--- src/sv/assert_macros.svh ---
// Assertion macros for the RTL of the sort engine; the sequencer includes them.
`ifndef ASSERT_MACROS_SVH
`define ASSERT_MACROS_SVH

// Checked on every clock edge outside of reset.
`define ASSERT_CLK(label, clk, rst_n, prop, msg) \
    label: assert property (@(posedge clk) disable iff (!rst_n) (prop)) else $error(msg);

// Checked on every clock edge, reset included.
`define ASSERT_ALWAYS(label, clk, prop, msg) \
    label: assert property (@(posedge clk) (prop)) else $error(msg);

`endif

--- src/sv/rpcs_pkg.sv ---
// Package with the types and constants of the random pair compare-swap sort engine.
`timescale 1ns / 1ps
package rpcs_pkg;

    localparam int REQ_W  = 2;
    localparam int POS_W  = 10;
    localparam int VAL_W  = 16;
    localparam int LEN_W  = 11;
    localparam int DATA_W = 32;
    localparam int ADDR_W = 3;

    localparam logic [LEN_W-1:0] LEN_RESET = 11'd1024;

    // Request codes.
    localparam logic [REQ_W-1:0] REQ_LOAD = 2'd0;
    localparam logic [REQ_W-1:0] REQ_SWAP = 2'd1;
    localparam logic [REQ_W-1:0] REQ_READ = 2'd2;

    // Register index, taken from the word address bit of paddr.
    localparam logic REG_ACTIVE_LENGTH = 1'b0;

    typedef enum logic [2:0] {
        S_IDLE,
        S_EXEC,
        S_RD_B,
        S_CMP,
        S_WR_B,
        S_RD_CAP,
        S_SCAN,
        S_DONE
    } t_state;

    typedef struct packed {
        logic [VAL_W-1:0] read_value;
        logic             did_swap;
        logic             is_sorted;
    } t_result;

endpackage

--- src/sv/rpcs_cmp.sv ---
// Shared value comparator used for both the pair decision and the sortedness scan.
`timescale 1ns / 1ps
module rpcs_cmp #(
    parameter int W = 16
) (
    input  logic [W-1:0] i_lhs,
    input  logic [W-1:0] i_rhs,
    output logic         o_gt
);

    assign o_gt = (i_lhs > i_rhs);

endmodule

--- src/sv/rpcs_ctrl.sv ---
// Sequencer that runs one request against the element store and then scans for order.
`timescale 1ns / 1ps
`include "assert_macros.svh"
module rpcs_ctrl #(
    parameter int DEPTH      = 1024,
    parameter int VALUE_BITS = 16,
    parameter int AW         = $clog2(DEPTH)
) (
    input  logic                      i_clk,
    input  logic                      i_rst_n,
    input  logic [rpcs_pkg::LEN_W-1:0] i_cfg_len,
    input  logic                      i_in_valid,
    output logic                      o_in_ready,
    input  logic [rpcs_pkg::REQ_W-1:0] i_req_type,
    input  logic [rpcs_pkg::POS_W-1:0] i_first_pos,
    input  logic [rpcs_pkg::POS_W-1:0] i_second_pos,
    input  logic [rpcs_pkg::VAL_W-1:0] i_load_value,
    output logic                      o_done,
    input  logic                      i_take,
    output rpcs_pkg::t_result         o_res,
    output logic                      o_mem_we,
    output logic [AW-1:0]             o_mem_waddr,
    output logic [VALUE_BITS-1:0]     o_mem_wdata,
    output logic                      o_mem_re,
    output logic [AW-1:0]             o_mem_raddr,
    input  logic [VALUE_BITS-1:0]     i_mem_rdata
);
    import rpcs_pkg::*;

    localparam int LW = $clog2(DEPTH + 1);
    localparam int KW = (LW > LEN_W) ? LW : LEN_W;

    t_state                r_state, n_state;
    logic [REQ_W-1:0]      r_req, n_req;
    logic [POS_W-1:0]      r_p1, n_p1;
    logic [POS_W-1:0]      r_p2, n_p2;
    logic [VALUE_BITS-1:0] r_val, n_val;
    logic [VALUE_BITS-1:0] r_a, n_a;
    logic [VALUE_BITS-1:0] r_rd, n_rd;
    logic [VALUE_BITS-1:0] r_prev, n_prev;
    logic                  r_swapped, n_swapped;
    logic                  r_sorted, n_sorted;
    logic [LW-1:0]         r_idx, n_idx;

    logic [LW-1:0]         eff_len;
    logic                  p1_ok;
    logic                  p2_ok;
    logic [VALUE_BITS-1:0] cmp_lhs;
    logic [VALUE_BITS-1:0] cmp_rhs;
    logic                  cmp_gt;

    // A length of zero or beyond the store acts as the full store.
    always_comb begin
        if (i_cfg_len == '0 || KW'(i_cfg_len) > KW'(DEPTH)) begin
            eff_len = LW'(DEPTH);
        end else begin
            eff_len = LW'(i_cfg_len);
        end
    end

    assign p1_ok = (KW'(r_p1) < KW'(eff_len));
    assign p2_ok = (KW'(r_p2) < KW'(eff_len));

    // The pair decision orders the operands by position so that one
    // greater-than covers both directions.
    always_comb begin
        if (r_state == S_CMP) begin
            if (r_p1 < r_p2) begin
                cmp_lhs = r_a;
                cmp_rhs = i_mem_rdata;
            end else begin
                cmp_lhs = i_mem_rdata;
                cmp_rhs = r_a;
            end
        end else begin
            cmp_lhs = r_prev;
            cmp_rhs = i_mem_rdata;
        end
    end

    rpcs_cmp #(
        .W(VALUE_BITS)
    ) u_cmp (
        .i_lhs(cmp_lhs),
        .i_rhs(cmp_rhs),
        .o_gt (cmp_gt)
    );

    always_comb begin
        n_state = r_state;
        case (r_state)
            S_IDLE: begin
                if (i_in_valid) begin
                    n_state = S_EXEC;
                end
            end
            S_EXEC: begin
                case (r_req)
                    REQ_SWAP: begin
                        if (p1_ok && p2_ok && r_p1 != r_p2) begin
                            n_state = S_RD_B;
                        end else begin
                            n_state = S_SCAN;
                        end
                    end
                    REQ_READ: begin
                        n_state = p1_ok ? S_RD_CAP : S_SCAN;
                    end
                    default: begin
                        n_state = S_SCAN;
                    end
                endcase
            end
            S_RD_B:   n_state = S_CMP;
            S_CMP:    n_state = cmp_gt ? S_WR_B : S_SCAN;
            S_WR_B:   n_state = S_SCAN;
            S_RD_CAP: n_state = S_SCAN;
            S_SCAN: begin
                if (r_idx == eff_len) begin
                    n_state = S_DONE;
                end
            end
            S_DONE: begin
                if (i_take) begin
                    n_state = S_IDLE;
                end
            end
            default: n_state = S_IDLE;
        endcase
    end

    always_comb begin
        n_req       = r_req;
        n_p1        = r_p1;
        n_p2        = r_p2;
        n_val       = r_val;
        n_a         = r_a;
        n_rd        = r_rd;
        n_prev      = r_prev;
        n_swapped   = r_swapped;
        n_sorted    = r_sorted;
        n_idx       = r_idx;
        o_mem_we    = 1'b0;
        o_mem_waddr = AW'(r_p1);
        o_mem_wdata = r_val;
        o_mem_re    = 1'b0;
        o_mem_raddr = AW'(r_p1);
        case (r_state)
            S_IDLE: begin
                if (i_in_valid) begin
                    n_req     = i_req_type;
                    n_p1      = i_first_pos;
                    n_p2      = i_second_pos;
                    n_val     = VALUE_BITS'(i_load_value);
                    n_rd      = '0;
                    n_swapped = 1'b0;
                    n_sorted  = 1'b1;
                    n_idx     = '0;
                end
            end
            S_EXEC: begin
                case (r_req)
                    REQ_LOAD: o_mem_we = p1_ok;
                    REQ_SWAP: o_mem_re = p1_ok && p2_ok && r_p1 != r_p2;
                    REQ_READ: o_mem_re = p1_ok;
                    default: ;
                endcase
            end
            S_RD_B: begin
                n_a         = i_mem_rdata;
                o_mem_re    = 1'b1;
                o_mem_raddr = AW'(r_p2);
            end
            S_CMP: begin
                if (cmp_gt) begin
                    o_mem_we    = 1'b1;
                    o_mem_wdata = i_mem_rdata;
                    n_swapped   = 1'b1;
                end
            end
            S_WR_B: begin
                o_mem_we    = 1'b1;
                o_mem_waddr = AW'(r_p2);
                o_mem_wdata = r_a;
            end
            S_RD_CAP: begin
                n_rd = i_mem_rdata;
            end
            S_SCAN: begin
                // Reads go out one per cycle; the data of the previous read
                // arrives while r_idx is nonzero.
                if (r_idx != eff_len) begin
                    o_mem_re    = 1'b1;
                    o_mem_raddr = r_idx[AW-1:0];
                    n_idx       = r_idx + LW'(1);
                end
                if (r_idx != '0) begin
                    n_prev = i_mem_rdata;
                    if (r_idx >= LW'(2) && cmp_gt) begin
                        n_sorted = 1'b0;
                    end
                end
            end
            default: ;
        endcase
    end

    always_comb begin
        o_in_ready       = (r_state == S_IDLE);
        o_done           = (r_state == S_DONE);
        o_res.read_value = VAL_W'(r_rd);
        o_res.did_swap   = r_swapped;
        o_res.is_sorted  = r_sorted;
    end

    always_ff @(posedge i_clk) begin
        if (!i_rst_n) begin
            r_state   <= S_IDLE;
            r_req     <= REQ_LOAD;
            r_swapped <= 1'b0;
            r_sorted  <= 1'b1;
            r_idx     <= '0;
        end else begin
            r_state   <= n_state;
            r_req     <= n_req;
            r_swapped <= n_swapped;
            r_sorted  <= n_sorted;
            r_idx     <= n_idx;
        end
    end

    always_ff @(posedge i_clk) begin
        r_p1   <= n_p1;
        r_p2   <= n_p2;
        r_val  <= n_val;
        r_a    <= n_a;
        r_rd   <= n_rd;
        r_prev <= n_prev;
    end

    `ASSERT_CLK(a_scan_no_write, i_clk, i_rst_n, (r_state == S_SCAN) |-> !o_mem_we, "store written during the order scan")
    `ASSERT_CLK(a_scan_idx_bound, i_clk, i_rst_n, (r_state == S_SCAN) |-> (r_idx <= eff_len), "scan index ran past the active length")
    `ASSERT_CLK(a_swap_only_pair, i_clk, i_rst_n, r_swapped |-> (r_req == REQ_SWAP), "swap flagged for a request that is not a pair")
    `ASSERT_CLK(a_done_after_scan, i_clk, i_rst_n, (r_state == S_DONE && $past(r_state) != S_DONE) |-> ($past(r_state) == S_SCAN), "result finished without a scan")

endmodule

--- config.mk ---
export PLATFORM = sky130hd
export DESIGN_NAME = rpcs_ctrl
export DESIGN_NICKNAME = d
export VERILOG_FILES = /design/src/sv/rpcs_pkg.sv /design/src/sv/rpcs_cmp.sv /design/src/sv/rpcs_ctrl.sv
export VERILOG_INCLUDE_DIRS = /design/src /design/src/sv
export SDC_FILE = /design/constraint.sdc
export NUM_CORES = 1
export LEC_CHECK = 0
export BUFFER_PORTS_ARGS = -buffer_cell sky130_fd_sc_hd__buf_4
export CAP_MARGIN = 5
export CELL_PAD_IN_SITES_DETAIL_PLACEMENT = 1
export CELL_PAD_IN_SITES_GLOBAL_PLACEMENT = 2
export CORE_MARGIN = 2
export CORE_UTILIZATION = 38
export CTS_CLUSTER_SIZE = 10
export DETAILED_ROUTE_END_ITERATION = 7
export GPL_TIMING_DRIVEN = 0
export PLACE_DENSITY = 0.84
export SLEW_MARGIN = 0
export SYNTH_ARGS = -nofsm -noshare
export SYNTH_HDL_FRONTEND = slang
export SYNTH_SLANG_ARGS = --single-unit
--- constraint.sdc ---
create_clock -name i_clk -period 9.1 [get_ports i_clk]
set_input_delay 0.91 -clock i_clk [delete_from_list [all_inputs] [get_ports i_clk]]
set_output_delay 0.91 -clock i_clk [all_outputs]
set_load 0.1 [all_outputs]
After elaboration in Yosys (flattened, before gate mapping)
Cells that the tools add are included.

Bits in latches: 0. Memories: 0. Flip-flop bits (word level): 102. Output and inout port bits: 58. ROM bits: 0. Bits in writable memories: 0.

Reduce and logical (&&, ||, !) cells: 19. Bitwise operators: 0. Eq/ne operators: 19. Add/sub/neg operators: 1. Div/mod/pow operators: 0. Shift operators: 0. Mux-type cells: 36. $lt $le $gt $ge: 6. $mul: 0.

Operators by type and width (count): $mux 16 (6); $pmux 16 s2 (2); $mux 11 (3); $lt 10x11->1 (2); $pmux 11 s2 (1); $pmux 3 s7 (1); $mux 10 (2); $pmux 10 s2 (1); $gt 16x16->1 (1); $eq 3x3->1 const B (4); $mux 3 (4); $ne 2x2->1 const B (6); $add 11x1->11 const B (1); $eq 11x11->1 (1); $ge 11x2->1 const B (1); $gt 11x11->1 const B (1); $logic_not 11->1 (1); $ne 11x11->1 (1); $reduce_bool 11->1 (1); $lt 10x10->1 (1); $ne 10x10->1 (1); $reduce_and 3->1 (3); $mux 1 (8); $eq 3x2->1 const B (2); 16 further kinds (26).

Depth between registers and ports, before layout
Gate-level depths: netlist of the first run.

Word-level depth: 9. Depth in mapped cells: 20. Depth with buffers taken out: 17.

Hierarchy
A second synthesis of the first run with hierarchy kept.

Cell total of the unflattened synthesis: 640. Area total of the unflattened synthesis: 6282.3 µm².

Modules (own cells, without submodules): rpcs_ctrl (cells an instance 584, area an instance 5875.6 µm², times used 1); rpcs_cmp (cells an instance 56, area an instance 406.6 µm², times used 1).

Worst setup path after synthesis of the first run
OpenSTA, ideal clock, no wires.

Path kind: reg-to-output. Start: reg r_p1[4]. End: out o_mem_wdata[0]. Setup slack: 3.397 ns. Data arrival time: 4.793 ns. Buffers on the path: 3. Data required time: 8.190 ns. Cell stages (with the launch flop): 19. Path through: edfxtp_1 -> ha_1 -> nand3_1 -> o22ai_1 -> nor3_1 -> o31ai_2 -> nor2b_1 -> buf_2 -> buf_4 -> mux2i_1 -> ha_1 -> a21o_1 -> a21oi_1 -> o32ai_1 -> nor4b_1 -> nor3_2 -> nor2_1 -> buf_2 -> a21o_1.

Longest elaborated chain between the ends: 6.

RTL lines: start: declaration (RTL line rpcs_ctrl.sv:35) `logic [POS_W-1:0] r_p1, n_p1;`; start signal: assignment (RTL line rpcs_ctrl.sv:233) `r_p1 <= n_p1;`; $lt 10x10->1 (*) (RTL line rpcs_ctrl.sv:68) `if (r_p1 < r_p2) begin`; $mux 16 (RTL line rpcs_ctrl.sv:68); $mux 16 (RTL line rpcs_ctrl.sv:67) `if (r_state == S_CMP) begin`; $gt 16x16->1 (*) (RTL line rpcs_cmp.sv:11) `assign o_gt = (i_lhs > i_rhs);`; $mux 16 (*) (RTL line rpcs_ctrl.sv:175) `if (cmp_gt) begin`; $pmux 16 s2 (*) (RTL line rpcs_ctrl.sv:148) `case (r_state)`; end: declaration (RTL line rpcs_ctrl.sv:23) `output logic [VALUE_BITS-1:0] o_mem_wdata,`.

Mark *: on every way between the ends. The rest lies on a longest branch, timed or not.

Worst setup path after layout of the first run
Start: reg r_p1[4]. End: out o_mem_wdata[6].

The elaborated chain is that of the path after synthesis.

==> metrics, run 1 <==
status finished, final reports clean; met2 Use GR 0.383; setup TNS 0 ns; hold path start r_sorted$_SDFFE_PN1P_; nets 841; met1 GRT Util 0.307; RSZ-0062 raised after global routing false; First-pass DRT Iterations 7; # diodes 0; Power, Total 2.68 mW; htree depth 3; worst hold path type reg -> reg; Seq/Total Area, Yosys 0.463; post-layout min period 7.28 ns; Die X 132 µm; average vias per placed instance 5.54; hold depth 1; Hold Path End r_sorted$_SDFFE_PN1P_; Residual DRC 0; die height 132 µm; WL final 19,800 µm; R2R Path End r_swapped$_SDFFE_PN0P_; P&R area growth vs syn 25.3%; initial antenna violation count 0; PortBufs 126; routed length per placed instance 21.0 µm; largest net degree at the start of global routing 41; Worst Setup Path Type reg -> out; setup repair bufs after CTS 0; Highest Clock Rate 137 MHz; top cells by area, synth edfxtp_1, ha_1, mux2i_1; Final setup violation count 0; number of global-route vias before repair 5,540; Slew HR 0.348; CP top delay family simple AND/OR/NAND/NOR gates; total track usage 0.228; Final Hold Viols 0; Worst EP required 8.19 ns; worst-case reg-to-reg path depth 18; Syn Inst Count 584; max-cap viol count 0; critical path peak fanout 10; worst path bufs/invs 4; Post-synth ARST share 0; TritonCTS Buffers 9; antenna violation net count after detailed routing 0; core area 0.0159 mm²; DR vias 5,214; mapped cell area 0.00623 mm²; Distinct cells, synth 58; Yosys warning count 0; Worst VDD drop 0.401 mV; Main synth FF type edfxtp_1; CTS clk-pin slew, worst paths 0.07 ns; Die ar. 0.0174 mm²; dpl hpwl 14,900 µm; share of layout cells above drive strength 1 0.240; Switching Power 1.43 mW; Pins Over Slew Limit 0; hold_buf cts 0; sequential power share 0.258; Worst Max-Slew Pin Slew 0.973 ns; fin crit share 0.800; Switching Fraction 0.533; initial DRC count 387; Clk pwr share 0.168; GR Overflow Total 0; Initial Util 0.391; Startpoint Class flop; area share of the largest cell type after synthesis 0.405; clk_lat worst skew 0.36 ns; first-pass GRT wire length 31,000 µm; worst path cell trace ha_1 -> nand3_1 -> o22ai_1 -> nor3_1 -> o31ai_2 -> nor2b_1 -> buf_2 -> buf_4 -> mux2i_1 -> ha_1 -> nand4_1 -> nor3_1 -> o211ai_1 -> nor4b_1 -> nor3_2 -> clkbuf_1 -> a22o_1 -> a21o_1 -> buf_4; Yosys reg bits 102; CTS sink count 102; Int Pwr 1.25 mW; Leak 3.23 nW; mean post-synth cell area 10.7 µm²; Hold WS 0.466 ns; GR peak layer met2; Post-synth EDFFs 84; Root Buffer clkbuf_16; Synth area leader edfxtp_1; CP max stage delay 0.81 ns; CTS tree built; Setup crit end kind output pin; slowest stage cell, crit path o31ai_2; worst r2r src r_p1[4]$_DFFE_PP_; Routability Congestion 0.863; Fill cells 1,812; CP Data Arrival Time 6.37 ns; syn_nets 703; I/O pin count 127; Cell Pwr Density 344 mW/mm²; Worst Skew 0.00840 ns; std cell rows 46; CTS Buffer Depth 2; grt met3 use 0.0446; # resized after CTS 0; combinational power share 0.573; register-to-register setup slack 3.49 ns
==> placed cells by master (no fill, tap or decap), drive strengths merged, types with 2 or more instances in the layout <==
master	n
nand4	9
and3	2
nor3	7
and2	18
xor2	2
a22o	16
buf	137
inv	31
nand2b	20
o221ai	2
a22oi	3
edfxtp	84
or3	2
nor4	5
nor2	23
dfxtp	18
bufinv	3
nand3	15
o21ai	26
nand2	47
mux2	11
a21o	23
a21oi	43
o22ai	13
ha	50
a31oi	2
a211oi	4
a2111oi	4
clkbuf	28
a31o	2
xnor2	7
mux2i	42
nor2b	9
o2111ai	2
==> logic make-up after synthesis <==
kind of cell / synth area share
AOI/OAI and AO/OA: 0.162
xor gates and xnor gates: 0.0127
adders and majority gates: 0.100
buffers and inverters: 0.0402
DFF: 0.463
muxes: 0.0873
and+or+nand+nor: 0.135
==> synthesized netlist by cell type, drive strengths merged, types with 16 or more instances <==
cell type	count
a21o	23
a21oi	43
a22o	16
and2	18
clkbuf	18
dfxtp	18
edfxtp	84
ha	50
inv	30
mux2i	42
nand2	47
nand2b	20
nor2	23
o21ai	26
==> power by group through the flow <==
| stage | registers [mW] | clock network (mW) | logic (mW) |
|---|---|---|---|
| 2_1_floorplan | 0.835 | 0 | 1.03 |
| 3_3_place_gp | 0.702 | 0 | 1.51 |
| 3_5_place_dp | 0.705 | 0 | 1.54 |
| 4_1_cts | 0.695 | 0.461 | 1.55 |
| 5_1_grt | 0.705 | 0.475 | 1.62 |
| 6_report | 0.694 | 0.452 | 1.54 |
==> per-stage QoR <==
stage | instances | utilization | cell area [µm²] | setup slack [ns]
global placement | 926 | 0.467 | 7450 | 2.32
detailed placement | 927 | 0.469 | 7470 | 2.23
finish | 942 | 0.490 | 7800 | 1.82
CTS | 942 | 0.490 | 7800 | 1.78
global route | 942 | 0.490 | 7800 | 1.29
floorplan | 584 | - | 6230 | 3.40
==> sequential cells by signal, summed over array words and instances, names as in the netlist <==
| signal | cells |
|---|---|
| r_prev | 16 |
| r_p1 | 10 |
| r_sorted | 1 |
| r_p2 | 10 |
| r_req | 2 |
| r_rd | 16 |
| r_a | 16 |
| r_idx | 11 |
| r_state | 3 |
| r_val | 16 |
| r_swapped | 1 |
==> worst reg2reg max path, stage by stage, from the launching register on <==
cell and delay, ns:
edfxtp_1 0.51, ha_1 0.36, nand3_1 0.11, o22ai_1 0.20
nor3_1 0.08, o31ai_2 0.81, nor2b_1 0.21, buf_2 0.24
buf_4 0.27, mux2i_1 0.13, ha_1 0.32, nand4_1 0.17
nor3_1 0.29, o211ai_1 0.15, nor4b_1 0.19, nor3_2 0.68
clkbuf_1 0.61, a21oi_1 0.08, nor2b_1 0.13
==> worst max path at each step <==
stage / startpoint / end / slack, ns / cells past startpoint
2_1_floorplan: r_p1[4]$_DFFE_PP_ / o_mem_wdata[0] / 3.40 / 18
3_3_place_gp: r_p1[4]$_DFFE_PP_ / o_mem_wdata[4] / 2.32 / 19
3_5_place_dp: r_p1[4]$_DFFE_PP_ / o_mem_wdata[0] / 2.23 / 19
4_1_cts: r_p1[4]$_DFFE_PP_ / o_mem_wdata[6] / 1.78 / 19
5_1_grt: r_p1[4]$_DFFE_PP_ / o_mem_wdata[10] / 1.29 / 18
6_report: r_p1[4]$_DFFE_PP_ / o_mem_wdata[6] / 1.82 / 19
==> routing by layer <==
metal | vias to the layer above | routed length, µm
met2 | 161 | 9550
met4 | 0 | 311
li1 | 2461 | -
met5 | - | 0
met1 | 2565 | 9050
met3 | 27 | 840
==> cell type report <==
| cell class | count | area [µm²] | area share |
|---|---|---|---|
| multi-input combinational | 424 | 3110 | 0.398 |
| sequential | 102 | 2880 | 0.369 |
| timing repair buffer | 127 | 961 | 0.123 |
| tap | 216 | 270 | 0.0346 |
| clock buffer | 10 | 229 | 0.0293 |
| buffer | 28 | 138 | 0.0176 |
| inverter | 30 | 113 | 0.0144 |
| clock inverter | 5 | 106 | 0.0136 |
Power figures use the tool's default switching activity.
==> inputs of run 2 (changes only) <==
- CORE_UTILIZATION: 38 -> 35
- PLACE_DENSITY: 0.84 -> 0.78
- clock period: 9.1 -> 7.25 ns (I/O delays scaled with it)
==> metrics, run 2 (synthesis gave the netlist of run 1 again) <==
status finished, final reports clean; post-layout min period 6.83 ns; antenna violation net count after detailed routing 0 (unchanged); nets 841 (unchanged); Leak 3.22 nW (-0.19%); RSZ-0062 raised after global routing false; core area 0.0174 mm² (+8.9%); Startpoint Class flop; Slew HR 0.344 (-0.00417); Cell Pwr Density 424 mW/mm² (+23%); worst hold path type reg -> reg; Worst Max-Slew Pin Slew 0.985 ns (+0.0121 ns); Initial Util 0.359 (-0.0318); Final setup violation count 0 (unchanged); Hold WS 0.471 ns (+0.00539 ns); share of layout cells above drive strength 1 0.243 (+0.00380); GR Overflow Total 0 (unchanged); worst r2r src r_p1[3]$_DFFE_PP_; Die ar. 0.0189 mm² (+8.3%); Worst VDD drop 0.425 mV (+6.1%); setup repair bufs after CTS 0 (unchanged); WL final 19,300 µm (-2.5%); Worst EP required 6.52 ns (-1.67 ns); CTS sink count 102 (unchanged); Highest Clock Rate 146 MHz; htree depth 3 (unchanged); first-pass GRT wire length 30,100 µm (-3.0%); Worst setup endpoint o_mem_wdata[8]; CTS tree built; routed length per placed instance 20.2 µm (-3.6%); Routability Congestion 0.821 (-4.9%); R2R Path End r_swapped$_SDFFE_PN0P_; worst path cell trace ha_1 -> nand3_1 -> o22ai_1 -> nor3_1 -> o31ai_4 -> nor2b_1 -> buf_2 -> buf_4 -> mux2i_1 -> ha_1 -> a21o_1 -> a21oi_1 -> o32ai_1 -> nor4b_1 -> nor3_2 -> nor2_1 -> buf_2 -> a21o_1 -> buf_4; First-pass DRT Iterations 4 (-3); max-cap viol count 0 (unchanged); initial DRC count 300 (-22%); Die X 137 µm (+4.1%); Worst Setup Path Type reg -> out; dpl hpwl 14,700 µm (-1.2%); CP Data Arrival Time 6.10 ns (-0.27 ns); Setup crit end kind output pin; critical path peak fanout 10 (unchanged); register-to-register setup slack 2.06 ns (-1.43 ns); number of global-route vias before repair 5,369 (-3.1%); Final Hold Viols 0 (unchanged); source of the critical timing path r_p1[3]$_DFFE_PP_; CTS clk-pin slew, worst paths 0.08 ns (about the same); commonest non-fill, non-tap cell in the layout buf_4; clk_lat worst skew 0.36 ns (about the same); # diodes 0 (unchanged); CP top delay family simple AND/OR/NAND/NOR gates; setup TNS 0 ns (unchanged); commonest cells after routing, fill and taps aside buf_4, edfxtp_1, ha_1; initial antenna violation count 0 (unchanged); largest net degree at the start of global routing 41 (unchanged); hold_buf cts 0 (unchanged); TritonCTS Buffers 9 (unchanged); Levels on crit path 19 (unchanged); CP max stage delay 0.58 ns (-0.23 ns); std cell rows 48 (+4.3%); total track usage 0.212 (-0.0167); die height 137 µm (+4.1%); Pins Over Slew Limit 0 (unchanged); Residual DRC 0 (unchanged); PortBufs 126 (unchanged); I/O pin count 127 (unchanged); CTS Buffer Depth 2 (unchanged); slowest stage cell, crit path nor2_1; DR vias 5,150 (-1.2%); Root Buffer clkbuf_16; worst path bufs/invs 4 (unchanged); fin crit share 0.942; # resized after CTS 1 (+1); average vias per placed instance 5.41 (-2.3%); Worst Skew 0.00715 ns (-0.00126 ns); P&R area growth vs syn 25.0%; worst-case reg-to-reg path depth 18 (unchanged)
[run 2: cell type report]
cell class                 instances  area (µm²)
buffer                            28         139
multi-input combinational        424        3110
clock inverter                     7        72.6
tap                              225         282
inverter                          30         113
fill                            1942        9570
timing repair buffer             127         961
clock buffer                       9         225
sequential                       102        2880
[run 2: worst min-delay path by stage]
stage | from | endpoint | slack (ns) | cells past startpoint
after detailed placement | r_sorted$_SDFFE_PN1P_ | r_sorted$_SDFFE_PN1P_ | 0.46 | 1
after global placement | r_sorted$_SDFFE_PN1P_ | r_sorted$_SDFFE_PN1P_ | 0.44 | 1
after CTS | r_sorted$_SDFFE_PN1P_ | r_sorted$_SDFFE_PN1P_ | 0.48 | 1
final | r_sorted$_SDFFE_PN1P_ | r_sorted$_SDFFE_PN1P_ | 0.47 | 1
after floorplan | r_sorted$_SDFFE_PN1P_ | r_sorted$_SDFFE_PN1P_ | 0.43 | 1
after global routing | r_sorted$_SDFFE_PN1P_ | r_sorted$_SDFFE_PN1P_ | 0.51 | 1
[run 2: power breakdown]
group	internal [mW]	switching, mW
clock network	0.245	0.252
registers	0.783	0.0860
logic	0.454	1.48
[run 2: per-stage QoR]
stage | setup slack, ns | std cells | cell area, µm² | utilization | total power, mW
3_5_place_dp | 0.478 | 936 | 7480 | 0.431 | 2.82
4_1_cts | 0.245 | 952 | 7790 | 0.449 | 3.33
2_1_floorplan | 1.73 | 584 | 6230 | - | 2.34
6_report | 0.421 | 952 | 7790 | 0.449 | 3.30
3_3_place_gp | 0.626 | 935 | 7460 | 0.430 | 2.79
5_1_grt | 0.00382 | 952 | 7790 | 0.449 | 3.45
[run 2: layer usage]
metal | track usage | share of wire | up-vias
met5 | 0 | 0 | -
met4 | 0.0527 | 0.0092 | 0
met3 | 0.0302 | 0.048 | 13
met2 | 0.354 | 0.47 | 137
met1 | 0.289 | 0.47 | 2536
li1 | - | - | 2464
[run 2: worst register-to-register path: stages, from the launching register on]
cell and delay [ns]:
edfxtp_1 0.53, ha_1 0.38, nand3_1 0.12, o22ai_1 0.19
nor3_1 0.10, o31ai_4 0.56, nor2b_1 0.21, buf_2 0.25
buf_4 0.27, mux2i_1 0.12, ha_1 0.31, nand4_1 0.15
nor3_1 0.32, o211ai_1 0.15, nor4b_1 0.19, nor3_2 0.66
clkbuf_2 0.45, a21oi_1 0.07, nor2b_1 0.11
